--- src/wpss_pkg.sv ---
// Package for the weighted power-spectrum sum block.
// Widths, register indexes, defaults and the control struct shared by all
// files. No dependencies.
package wpss_pkg;

    localparam int NUM_LANES_DEF  = 4;
    localparam int MAX_DEGREE_DEF = 6;
    localparam int LANE_SLOTS     = 4;

    localparam int LANE_W    = 18;
    localparam int SUM_W     = 20;
    localparam int SQ_W      = 39;
    localparam int MAG_W     = 40;
    localparam int HALF_W    = 20;
    localparam int WEIGHT_W  = 18;
    localparam int PROD_W    = HALF_W + WEIGHT_W;
    localparam int FRAC_DROP = 16;
    localparam int ADD_W     = 42;
    localparam int TOTAL_W   = 54;
    localparam int SPECIES_W = 3;
    localparam int DEG_W     = 3;
    localparam int CFG_IDX_W = 3;
    localparam int CFG_DATA_W = 18;

    localparam logic [TOTAL_W-1:0]   TOTAL_MAX       = '1;
    localparam logic [SPECIES_W-1:0] SPECIES_RST     = 3'd4;
    localparam logic [WEIGHT_W-1:0]  WEIGHT_RST      = 18'd65536;

    typedef enum logic [CFG_IDX_W-1:0] {
        CFG_SPECIES = 3'd0,
        CFG_WEIGHT0 = 3'd1
    } t_cfg_idx;

    // Control that travels beside the datapath through every stage.
    typedef struct packed {
        logic                valid;
        logic                last;
        logic [WEIGHT_W-1:0] weight;
    } t_ctl;

endpackage

--- src/wpss_in_if.sv ---
// Input channel of the weighted power-spectrum sum: valid/ready plus one
// spectrum position. Depends on wpss_pkg.
interface wpss_in_if;
    logic                               valid;
    logic                               ready;
    logic signed [wpss_pkg::LANE_W-1:0] lane0_re;
    logic signed [wpss_pkg::LANE_W-1:0] lane0_im;
    logic signed [wpss_pkg::LANE_W-1:0] lane1_re;
    logic signed [wpss_pkg::LANE_W-1:0] lane1_im;
    logic signed [wpss_pkg::LANE_W-1:0] lane2_re;
    logic signed [wpss_pkg::LANE_W-1:0] lane2_im;
    logic signed [wpss_pkg::LANE_W-1:0] lane3_re;
    logic signed [wpss_pkg::LANE_W-1:0] lane3_im;
    logic        [wpss_pkg::DEG_W-1:0]  degree;
    logic                               last_position;

    modport source (
        output valid, lane0_re, lane0_im, lane1_re, lane1_im,
               lane2_re, lane2_im, lane3_re, lane3_im, degree, last_position,
        input  ready
    );
    modport sink (
        input  valid, lane0_re, lane0_im, lane1_re, lane1_im,
               lane2_re, lane2_im, lane3_re, lane3_im, degree, last_position,
        output ready
    );
endinterface

--- src/wpss_out_if.sv ---
// Result channel of the weighted power-spectrum sum: valid/ready plus the
// saturated total and its overflow flag. Depends on wpss_pkg.
interface wpss_out_if;
    logic                                valid;
    logic                                ready;
    logic [wpss_pkg::TOTAL_W-1:0]        kernel_value;
    logic                                overflow;

    modport source (output valid, kernel_value, overflow, input ready);
    modport sink   (input  valid, kernel_value, overflow, output ready);
endinterface

--- src/wpss_lane.sv ---
// One species lane: zeroes its complex value when the lane is disabled and
// registers it. Depends on wpss_pkg.
module wpss_lane #(
    parameter int LANE_IDX = 0
) (
    input  logic                               i_clk,
    input  logic                               i_en,
    input  logic [wpss_pkg::SPECIES_W-1:0]     i_species_used,
    input  logic signed [wpss_pkg::LANE_W-1:0] i_re,
    input  logic signed [wpss_pkg::LANE_W-1:0] i_im,
    output logic signed [wpss_pkg::LANE_W-1:0] o_re,
    output logic signed [wpss_pkg::LANE_W-1:0] o_im
);
    logic                               lane_on;
    logic signed [wpss_pkg::LANE_W-1:0] r_re, r_im;

    assign lane_on = i_species_used > wpss_pkg::SPECIES_W'(LANE_IDX);

    always_ff @(posedge i_clk) begin
        if (i_en) begin
            r_re <= lane_on ? i_re : '0;
            r_im <= lane_on ? i_im : '0;
        end
    end

    assign o_re = r_re;
    assign o_im = r_im;
endmodule

--- src/wpss_merge.sv ---
// Merging stage: sums the lanes, squares the real and imaginary sums and
// adds the squares into |S|^2. Three register stages. Depends on wpss_pkg.
module wpss_merge #(
    parameter int NUM_LANES = wpss_pkg::NUM_LANES_DEF
) (
    input  logic                               i_clk,
    input  logic                               i_rst_n,
    input  logic                               i_en,
    input  wpss_pkg::t_ctl                     i_ctl,
    input  logic signed [wpss_pkg::LANE_W-1:0] i_re [NUM_LANES],
    input  logic signed [wpss_pkg::LANE_W-1:0] i_im [NUM_LANES],
    output wpss_pkg::t_ctl                     o_ctl,
    output logic [wpss_pkg::MAG_W-1:0]         o_mag
);
    localparam int SUM_W = wpss_pkg::SUM_W;

    logic signed [SUM_W-1:0]     sum_re, sum_im;
    logic signed [2*SUM_W-1:0]   sq_re, sq_im;
    logic signed [SUM_W-1:0]     r_sum_re, r_sum_im;
    logic [wpss_pkg::SQ_W-1:0]   r_sq_re, r_sq_im;
    logic [wpss_pkg::MAG_W-1:0]  r_mag;
    wpss_pkg::t_ctl              r_ctl2, r_ctl3, r_ctl4;

    always_comb begin
        sum_re = '0;
        sum_im = '0;
        for (int k = 0; k < NUM_LANES; k++) begin
            sum_re = sum_re + SUM_W'(i_re[k]);
            sum_im = sum_im + SUM_W'(i_im[k]);
        end
    end

    assign sq_re = r_sum_re * r_sum_re;
    assign sq_im = r_sum_im * r_sum_im;

    always_ff @(posedge i_clk) begin
        if (i_en) begin
            r_sum_re <= sum_re;
            r_sum_im <= sum_im;
            r_sq_re  <= sq_re[wpss_pkg::SQ_W-1:0];
            r_sq_im  <= sq_im[wpss_pkg::SQ_W-1:0];
            r_mag    <= wpss_pkg::MAG_W'(r_sq_re) + wpss_pkg::MAG_W'(r_sq_im);
        end
    end

    always_ff @(posedge i_clk) begin
        if (!i_rst_n) begin
            r_ctl2 <= '0;
            r_ctl3 <= '0;
            r_ctl4 <= '0;
        end else if (i_en) begin
            r_ctl2 <= i_ctl;
            r_ctl3 <= r_ctl2;
            r_ctl4 <= r_ctl3;
        end
    end

    assign o_ctl = r_ctl4;
    assign o_mag = r_mag;
endmodule

--- src/wpss_accum.sv ---
// Weighting and accumulation: |S|^2 times the weight as two half products,
// truncation of the 16 fraction bits of the UQ2.16 weight, saturating running total and result register.
// Depends on wpss_pkg.
module wpss_accum (
    input  logic                           i_clk,
    input  logic                           i_rst_n,
    input  logic                           i_en,
    input  wpss_pkg::t_ctl                 i_ctl,
    input  logic [wpss_pkg::MAG_W-1:0]     i_mag,
    input  logic                           i_out_ready,
    output logic                           o_stall,
    output logic                           o_out_valid,
    output logic [wpss_pkg::TOTAL_W-1:0]   o_kernel_value,
    output logic                           o_overflow
);
    localparam int HALF_W  = wpss_pkg::HALF_W;
    localparam int PROD_W  = wpss_pkg::PROD_W;
    localparam int ADD_W   = wpss_pkg::ADD_W;
    localparam int TOTAL_W = wpss_pkg::TOTAL_W;

    logic [PROD_W-1:0]   r_p_lo, r_p_hi;
    logic [ADD_W-1:0]    r_add;
    wpss_pkg::t_ctl      r_ctl5, r_ctl6;
    logic [TOTAL_W-1:0]  r_total, n_total;
    logic                r_sat, n_sat;
    logic [TOTAL_W:0]    grown;
    logic                emit;
    logic                r_out_valid, n_out_valid;
    logic [TOTAL_W-1:0]  r_out_kv;
    logic                r_out_ovf;

    // Stage 5: product split on the upper and lower halves of |S|^2.
    // Stage 6: (hi << 20 + lo) >> 16 == hi << 4 + (lo >> 16).
    always_ff @(posedge i_clk) begin
        if (i_en) begin
            r_p_lo <= PROD_W'(i_mag[HALF_W-1:0]) * PROD_W'(i_ctl.weight);
            r_p_hi <= PROD_W'(i_mag[2*HALF_W-1:HALF_W]) * PROD_W'(i_ctl.weight);
            r_add  <= (ADD_W'(r_p_hi) << (HALF_W - wpss_pkg::FRAC_DROP))
                    + ADD_W'(r_p_lo >> wpss_pkg::FRAC_DROP);
        end
    end

    always_ff @(posedge i_clk) begin
        if (!i_rst_n) begin
            r_ctl5 <= '0;
            r_ctl6 <= '0;
        end else if (i_en) begin
            r_ctl5 <= i_ctl;
            r_ctl6 <= r_ctl5;
        end
    end

    assign grown   = (TOTAL_W+1)'(r_total) + (TOTAL_W+1)'(r_add);
    assign emit    = i_en && r_ctl6.valid && r_ctl6.last;
    assign o_stall = r_ctl6.valid && r_ctl6.last && r_out_valid && !i_out_ready;

    always_comb begin
        n_total     = r_total;
        n_sat       = r_sat;
        n_out_valid = r_out_valid && !i_out_ready;
        if (i_en && r_ctl6.valid) begin
            if (grown > (TOTAL_W+1)'(wpss_pkg::TOTAL_MAX)) begin
                n_total = wpss_pkg::TOTAL_MAX;
                n_sat   = 1'b1;
            end else begin
                n_total = grown[TOTAL_W-1:0];
            end
        end
        if (emit) begin
            n_out_valid = 1'b1;
        end
    end

    always_ff @(posedge i_clk) begin
        if (!i_rst_n) begin
            r_total     <= '0;
            r_sat       <= 1'b0;
            r_out_valid <= 1'b0;
        end else begin
            r_total     <= emit ? '0 : n_total;
            r_sat       <= emit ? 1'b0 : n_sat;
            r_out_valid <= n_out_valid;
        end
    end

    always_ff @(posedge i_clk) begin
        if (emit) begin
            r_out_kv  <= n_total;
            r_out_ovf <= n_sat;
        end
    end

    assign o_out_valid    = r_out_valid;
    assign o_kernel_value = r_out_kv;
    assign o_overflow     = r_out_ovf;

    a_sat_pins_total: assert property (@(posedge i_clk) disable iff (!i_rst_n)
        r_sat |-> r_total == wpss_pkg::TOTAL_MAX)
        else $error("saturated flag set but total not at max");

    a_emit_clears: assert property (@(posedge i_clk) disable iff (!i_rst_n)
        emit |=> (r_total == '0) && !r_sat)
        else $error("total not cleared after emit");

    a_ovf_result_max: assert property (@(posedge i_clk) disable iff (!i_rst_n)
        r_out_valid && r_out_ovf |-> r_out_kv == wpss_pkg::TOTAL_MAX)
        else $error("overflow result without saturated value");

    a_stall_only_full: assert property (@(posedge i_clk) disable iff (!i_rst_n)
        o_stall |-> r_out_valid && r_ctl6.last)
        else $error("stall without a pending result");
endmodule

--- src/weighted_power_spectrum_sum.sv ---
// Top level of the weighted power-spectrum sum: config registers, species
// lanes, merging stage and accumulator.
// Depends on wpss_pkg, wpss_in_if, wpss_out_if, wpss_lane, wpss_merge, wpss_accum.
//
//   port      dir  kind        contents
//   i_item    in   valid/ready lane0..3 re/im, degree, last_position
//   o_result  out  valid/ready kernel_value, overflow
//   i_cfg_*   in   write only  species_used (index 0), weight_deg0..6 (1..7)
//
// One item per cycle while not stalled; the result register loads as the last item is added into the total.
// The pipeline is a fixed chain: lane register, lane sum, squares, |S|^2,
// half products, truncated product, saturating accumulator.
// Reset (synchronous, active low) clears valids, totals and config to defaults.
// Input stalls only while a last item waits behind an untaken result.
module weighted_power_spectrum_sum #(
    parameter int NUM_LANES  = wpss_pkg::NUM_LANES_DEF,
    parameter int MAX_DEGREE = wpss_pkg::MAX_DEGREE_DEF
) (
    input  logic                              i_clk,
    input  logic                              i_rst_n,
    wpss_in_if.sink                           i_item,
    wpss_out_if.source                        o_result,
    input  logic                              i_cfg_we,
    input  logic [wpss_pkg::CFG_IDX_W-1:0]    i_cfg_idx,
    input  logic [wpss_pkg::CFG_DATA_W-1:0]   i_cfg_data
);
    localparam int LANE_W = wpss_pkg::LANE_W;

    logic [wpss_pkg::SPECIES_W-1:0] r_species;
    logic [wpss_pkg::WEIGHT_W-1:0]  r_weight [MAX_DEGREE+1];
    logic [wpss_pkg::WEIGHT_W-1:0]  sel_weight;
    logic                           en, stall;
    wpss_pkg::t_ctl                 r_ctl1, ctl4;
    logic [wpss_pkg::MAG_W-1:0]     mag;

    logic signed [LANE_W-1:0] in_re [wpss_pkg::LANE_SLOTS];
    logic signed [LANE_W-1:0] in_im [wpss_pkg::LANE_SLOTS];
    logic signed [LANE_W-1:0] lane_re [NUM_LANES];
    logic signed [LANE_W-1:0] lane_im [NUM_LANES];

    assign en = !stall;
    assign i_item.ready = en;

    // Config registers
    always_ff @(posedge i_clk) begin
        if (!i_rst_n) begin
            r_species <= wpss_pkg::SPECIES_RST;
        end else if (i_cfg_we && i_cfg_idx == wpss_pkg::CFG_SPECIES) begin
            r_species <= i_cfg_data[wpss_pkg::SPECIES_W-1:0];
        end
    end

    for (genvar d = 0; d <= MAX_DEGREE; d++) begin : g_weight
        always_ff @(posedge i_clk) begin
            if (!i_rst_n) begin
                r_weight[d] <= wpss_pkg::WEIGHT_RST;
            end else if (i_cfg_we && i_cfg_idx ==
                         wpss_pkg::CFG_IDX_W'(wpss_pkg::CFG_WEIGHT0 + d)) begin
                r_weight[d] <= i_cfg_data[wpss_pkg::WEIGHT_W-1:0];
            end
        end
    end

    // Degrees above MAX_DEGREE get weight zero.
    always_comb begin
        sel_weight = '0;
        for (int d = 0; d <= MAX_DEGREE; d++) begin
            if (i_item.degree == wpss_pkg::DEG_W'(d)) begin
                sel_weight = r_weight[d];
            end
        end
    end

    always_ff @(posedge i_clk) begin
        if (!i_rst_n) begin
            r_ctl1 <= '0;
        end else if (en) begin
            r_ctl1.valid  <= i_item.valid;
            r_ctl1.last   <= i_item.last_position;
            r_ctl1.weight <= sel_weight;
        end
    end

    assign in_re[0] = i_item.lane0_re;
    assign in_im[0] = i_item.lane0_im;
    assign in_re[1] = i_item.lane1_re;
    assign in_im[1] = i_item.lane1_im;
    assign in_re[2] = i_item.lane2_re;
    assign in_im[2] = i_item.lane2_im;
    assign in_re[3] = i_item.lane3_re;
    assign in_im[3] = i_item.lane3_im;

    for (genvar g = 0; g < NUM_LANES; g++) begin : g_lane
        wpss_lane #(.LANE_IDX(g)) u_lane (
            .i_clk          (i_clk),
            .i_en           (en),
            .i_species_used (r_species),
            .i_re           (in_re[g]),
            .i_im           (in_im[g]),
            .o_re           (lane_re[g]),
            .o_im           (lane_im[g])
        );
    end

    wpss_merge #(.NUM_LANES(NUM_LANES)) u_merge (
        .i_clk   (i_clk),
        .i_rst_n (i_rst_n),
        .i_en    (en),
        .i_ctl   (r_ctl1),
        .i_re    (lane_re),
        .i_im    (lane_im),
        .o_ctl   (ctl4),
        .o_mag   (mag)
    );

    wpss_accum u_accum (
        .i_clk          (i_clk),
        .i_rst_n        (i_rst_n),
        .i_en           (en),
        .i_ctl          (ctl4),
        .i_mag          (mag),
        .i_out_ready    (o_result.ready),
        .o_stall        (stall),
        .o_out_valid    (o_result.valid),
        .o_kernel_value (o_result.kernel_value),
        .o_overflow     (o_result.overflow)
    );
endmodule
--- src/flat_wrapper.sv ---
// flat-port wrapper written by rule: the top's interface ports become plain ports
module weighted_power_spectrum_sum_flat 
#(
    parameter int NUM_LANES  = wpss_pkg::NUM_LANES_DEF,
    parameter int MAX_DEGREE = wpss_pkg::MAX_DEGREE_DEF
)
  (i_clk, i_rst_n, i_cfg_we, i_cfg_idx, i_cfg_data, i_item_valid, i_item_lane0_re, i_item_lane0_im, i_item_lane1_re, i_item_lane1_im, i_item_lane2_re, i_item_lane2_im, i_item_lane3_re, i_item_lane3_im, i_item_degree, i_item_last_position, i_item_ready, o_result_valid, o_result_kernel_value, o_result_overflow, o_result_ready);
  wpss_in_if i_item_i ();
  wpss_out_if o_result_i ();
  input  logic i_clk;
  input  logic i_rst_n;
  input  logic i_cfg_we;
  input  logic [wpss_pkg::CFG_IDX_W-1:0] i_cfg_idx;
  input  logic [wpss_pkg::CFG_DATA_W-1:0] i_cfg_data;
  input wire logic [$bits(i_item_i.valid)-1:0] i_item_valid;
  input wire logic [$bits(i_item_i.lane0_re)-1:0] i_item_lane0_re;
  input wire logic [$bits(i_item_i.lane0_im)-1:0] i_item_lane0_im;
  input wire logic [$bits(i_item_i.lane1_re)-1:0] i_item_lane1_re;
  input wire logic [$bits(i_item_i.lane1_im)-1:0] i_item_lane1_im;
  input wire logic [$bits(i_item_i.lane2_re)-1:0] i_item_lane2_re;
  input wire logic [$bits(i_item_i.lane2_im)-1:0] i_item_lane2_im;
  input wire logic [$bits(i_item_i.lane3_re)-1:0] i_item_lane3_re;
  input wire logic [$bits(i_item_i.lane3_im)-1:0] i_item_lane3_im;
  input wire logic [$bits(i_item_i.degree)-1:0] i_item_degree;
  input wire logic [$bits(i_item_i.last_position)-1:0] i_item_last_position;
  output wire logic [$bits(i_item_i.ready)-1:0] i_item_ready;
  output wire logic [$bits(o_result_i.valid)-1:0] o_result_valid;
  output wire logic [$bits(o_result_i.kernel_value)-1:0] o_result_kernel_value;
  output wire logic [$bits(o_result_i.overflow)-1:0] o_result_overflow;
  input wire logic [$bits(o_result_i.ready)-1:0] o_result_ready;
  assign i_item_i.valid = i_item_valid;
  assign i_item_i.lane0_re = i_item_lane0_re;
  assign i_item_i.lane0_im = i_item_lane0_im;
  assign i_item_i.lane1_re = i_item_lane1_re;
  assign i_item_i.lane1_im = i_item_lane1_im;
  assign i_item_i.lane2_re = i_item_lane2_re;
  assign i_item_i.lane2_im = i_item_lane2_im;
  assign i_item_i.lane3_re = i_item_lane3_re;
  assign i_item_i.lane3_im = i_item_lane3_im;
  assign i_item_i.degree = i_item_degree;
  assign i_item_i.last_position = i_item_last_position;
  assign i_item_ready = i_item_i.ready;
  assign o_result_valid = o_result_i.valid;
  assign o_result_kernel_value = o_result_i.kernel_value;
  assign o_result_overflow = o_result_i.overflow;
  assign o_result_i.ready = o_result_ready;
  weighted_power_spectrum_sum #(.NUM_LANES(NUM_LANES), .MAX_DEGREE(MAX_DEGREE)) u_core (.i_clk(i_clk), .i_rst_n(i_rst_n), .i_item(i_item_i), .o_result(o_result_i), .i_cfg_we(i_cfg_we), .i_cfg_idx(i_cfg_idx), .i_cfg_data(i_cfg_data));
endmodule
--- config.mk ---
export PLATFORM = sky130hd
export DESIGN_NAME = weighted_power_spectrum_sum_flat
export DESIGN_NICKNAME = d
export VERILOG_FILES = /design/src/wpss_pkg.sv /design/src/wpss_in_if.sv /design/src/wpss_out_if.sv /design/src/wpss_lane.sv /design/src/wpss_merge.sv /design/src/wpss_accum.sv /design/src/weighted_power_spectrum_sum.sv /design/src/flat_wrapper.sv
export SDC_FILE = /design/constraint.sdc
export NUM_CORES = 2
export LEC_CHECK = 0
export ABC_CLOCK_PERIOD_IN_PS = 26800
export BUFFER_PORTS_ARGS = -buffer_cell sky130_fd_sc_hd__buf_2
export CORE_MARGIN = 3
export CORE_UTILIZATION = 57
export DETAILED_ROUTE_END_ITERATION = 16
export PLACE_DENSITY_LB_ADDON = 0.05
export SKIP_CTS_REPAIR_TIMING = 1
export SYNTH_ARGS = -nofsm -noshare
export SYNTH_HDL_FRONTEND = slang
export SYNTH_SLANG_ARGS = --single-unit
--- constraint.sdc ---
create_clock -name i_clk -period 26.8 [get_ports i_clk]
set_input_delay 2.68 -clock i_clk [delete_from_list [all_inputs] [get_ports i_clk]]
set_output_delay 2.68 -clock i_clk [all_outputs]
set_load 0.05 [all_outputs]
==> results.rst <==
.. list-table::
   :header-rows: 1

   * - Metric
     - Value
   * - Number of endpoints with negative hold slack in the final report
     - 0
   * - Top-level I/O count
     - 231
   * - Area enclosed by the die boundary
     - 150000 um2
   * - # fillers
     - 12000
   * - Commonest register cell after synthesis
     - edfxtp_1
   * - Number of CTS-inserted buffers
     - 84
   * - CP Launch Type
     - flop
   * - Number of cell rows
     - 139
   * - Headroom to the max-slew limit
     - 0.193
   * - Clock transition at the register clock pins on the worst setup and hold paths after CTS
     - 60 ps
   * - Maximum level of the CTS H-tree
     - 3
   * - Synth area leaders
     - fa_1 34%, edfxtp_1 21%, ha_1 8.5%, inv_1 7.3%, nand2_1 4.5%
   * - Yosys reg bits
     - 726
   * - Delay contributed by the slowest stage of the critical path
     - 910 ps
   * - Total routing usage reported by global routing
     - 0.257
   * - Final critical-path required period
     - 7890 ps
   * - Cells along the critical path
     - inv_1 -> nor2_1 -> fa_1 -> ha_1 -> a21oi_1 -> fa_1 -> inv_1 -> fa_1 -> inv_1 -> fa_1 -> inv_1 -> fa_1 -> inv_1 -> fa_1 -> inv_1 -> ha_1 -> a2111oi_0 -> a21oi_1 -> a211o_1 -> a2111oi_2 -> nor3_1 -> a211o_1 -> a21oi_1 -> xnor2_1
   * - Number of nets produced by synthesis
     - 10200
   * - Final Net Count
     - 10300
   * - Total overflow reported by the global router
     - 0
   * - Kind of critical path
     - reg2reg
   * - 1st-pass router iterations
     - 5
   * - Wire length of the first global-routing pass
     - 311 mm
   * - Synth area leader
     - fa_1
   * - Data arrival, critical path
     - 8330 ps
   * - Post-synth top cells
     - 1619 x inv_1, 1402 x fa_1, 997 x nand2_1
   * - Path type of the worst min-delay path
     - reg2reg
   * - Max Clock Skew
     - 59.9 ps
   * - Portion of the clock cycle consumed by the worst path in the final layout
     - 0.295
   * - Top achievable clock speed
     - 127 MHz
   * - Final Max Slew Viols
     - 0
   * - Synth async-reset ratio
     - 0
   * - Routed len/inst
     - 18.1 um
   * - RSZ-0062 raised after global routing
     - false
   * - Transition time of the tightest slew-check pin
     - 1210 ps
   * - Initial antenna violation count
     - 1
   * - Clock latency of the later-clocked register in the worst-skew pair
     - 700 ps
   * - Crit path capture type
     - flop
   * - Number of instances in the synthesized netlist
     - 8077
   * - Distinct cell type count after synthesis
     - 96
   * - Bufs and invs on worst path
     - 6
   * - Number of clock sinks
     - 726
   * - Slowest stage cell on the critical path
     - edfxtp_1
   * - Post-route DRC violation count
     - 0
   * - Most numerous cell in the Yosys netlist
     - inv_1
   * - Antenna diode instance count
     - 0
   * - Vias post-DR
     - 54200
   * - Share of Yosys cell area claimed by the top area cell type
     - 0.339
   * - Initial DRC count
     - 3034
   * - Core outline area
     - 144000 um2
   * - Area growth from synthesis to layout
     - 7.01%
   * - Vias per cell
     - 5.36
   * - Vias in the first global route
     - 60000
   * - Cell chosen for the clock root
     - clkbuf_16
   * - Share of synthesized area occupied by flip-flops and latches
     - 0.246
   * - Gate family responsible for the most delay along the worst path
     - adder cells
   * - Die Wd
     - 387 um
   * - Required time of the critical path
     - 27230 ps
   * - CTS tree
     - done
   * - Final setup viols
     - 0
   * - Last weighted congestion value of the routability-driven placer
     - 0.911
   * - Die Y-Extent
     - 387 um
   * - Number of port buffers
     - 230
   * - Maximum number of pins on one net before global-route repair
     - 102
   * - Post-Place Cell Area
     - 85600 um2
   * - CTS max path bufs
     - 3
   * - Area of all placed cells without fillers
     - 88500 um2
   * - Layout cell share with drive strength beyond 1
     - 0.0632
   * - Avg Inst Size Synth
     - 10.2 um2
   * - Count of maximum capacitance violations
     - 0
   * - Final total negative setup slack
     - 0 ps
   * - Post-synthesis instance area
     - 82700 um2
   * - Number of enable flip-flop cells after synthesis
     - 583
   * - HPWL Detailed
     - 143 mm
   * - Detailed Route WL
     - 183 mm
   * - Yosys Warn Count
     - 0
   * - Result of the run
     - finished clean
   * - Initial standard-cell utilization of the core
     - 0.575
   * - Largest fanout on the critical path
     - 19
   * - Flop2flop setup slack
     - 18910 ps
   * - Residual antenna-violating net count after detailed routing
     - 0
-- sequential cells by signal (all words and copies together), names as in the netlist, 2 cells and up --
name,flops
u_core.u_merge.r_sum_im,20
u_core.g_lane.u_lane.o_im,72
u_core.u_merge.o_ctl,20
u_core.u_merge.r_sq_im,38
u_core.u_merge.r_ctl2,20
u_core.u_merge.r_sq_re,38
u_core.u_accum.r_add,42
u_core.u_accum.o_kernel_value,54
u_core.u_accum.r_ctl5,2
u_core.r_ctl1,20
u_core.u_merge.r_sum_re,20
u_core.g_lane.u_lane.o_re,72
u_core.u_merge.r_ctl3,20
u_core.u_accum.r_p_lo,22
u_core.u_accum.r_ctl6,2
u_core.r_species,3
u_core.u_accum.r_p_hi,38
u_core.u_merge.o_mag,40
u_core.r_weight,126
u_core.u_accum.r_total,54
-- worst paths after layout --
path,start,endpoint,depth (start not counted)
max,u_core.u_merge.r_sum_re[4],u_core.u_merge.r_sq_re[37],24
min,u_core.u_accum.r_p_lo[19],u_core.u_accum.r_add[3],0
max reg2reg,u_core.u_merge.r_sum_re[4],u_core.u_merge.r_sq_re[37],24
min reg2reg,u_core.u_accum.r_p_lo[19],u_core.u_accum.r_add[3],0
-- cell type report --
class	count	area, um2	area share
Multi-Input combinational cell	5402	55100	0.622
Clock inverter	48	582	0.00657
Tap cell	1903	2380	0.0269
Sequential cell	726	20400	0.230
Timing Repair Buffer	306	1720	0.0194
Clock buffer	107	2310	0.0261
Inverter	1619	6080	0.0687
-- cells in the final DEF (no fill, tap or decap), types with 48 or more instances in the layout --
cell type,n
o21ai_0,104
o211ai_1,48
dfxtp_1,140
nand2_1,997
inv_1,1618
clkbuf_16,88
nand3_1,59
and2_1,546
nor2b_1,172
xor2_1,69
buf_4,76
nor3_1,59
edfxtp_1,583
buf_2,230
o21a_1,49
ha_1,563
nor2_1,227
a21oi_1,228
fa_1,1402
a21boi_0,95
a211oi_1,50
a21o_1,103
xnor2_1,205
-- layer usage --
layer  routed length [um]  track usage  part of all wire  vias up
li1                     -            -                 -    25300
met1                79000        0.345              0.43    27500
met2                90900        0.445              0.50     1171
met3                 8670       0.0328             0.047      262
met4                 4760       0.0673             0.026        0
met5                    0            0                 0        -
-- kinds of logic (layout without fill, tap and decap cells) --
| group | after synthesis | after routing | synth area share |
|---|---|---|---|
| adder cells (fa/ha/maj) | 1965 | 1965 | 0.424 |
| flip-flops | 726 | 726 | 0.246 |
| buffers and inverters | 1949 | 2080 | 0.0890 |
| XOR/XNOR | 274 | 274 | 0.0290 |
| AND/OR/NAND/NOR | 2242 | 2242 | 0.131 |
| multiplexers | 48 | 48 | 0.00859 |
| AO/OA/AOI/OAI | 873 | 873 | 0.0714 |
-- per-stage QoR --
step | setup slack [ps] | hold WS [ps] | instances | util
floorplan | 9510 | 400 | 8077 | -
global placement | 19060 | 405 | 9956 | 0.595
detailed placement | 18940 | 410 | 9956 | 0.595
CTS | 18910 | 425 | 10100 | 0.615
global route | 18330 | 441 | 10100 | 0.615
finish | 18910 | 423 | 10100 | 0.615
Power is left out: the tool's default activity adds up to more than one toggle a clock period on the data nets, which glitch-free logic cannot reach.
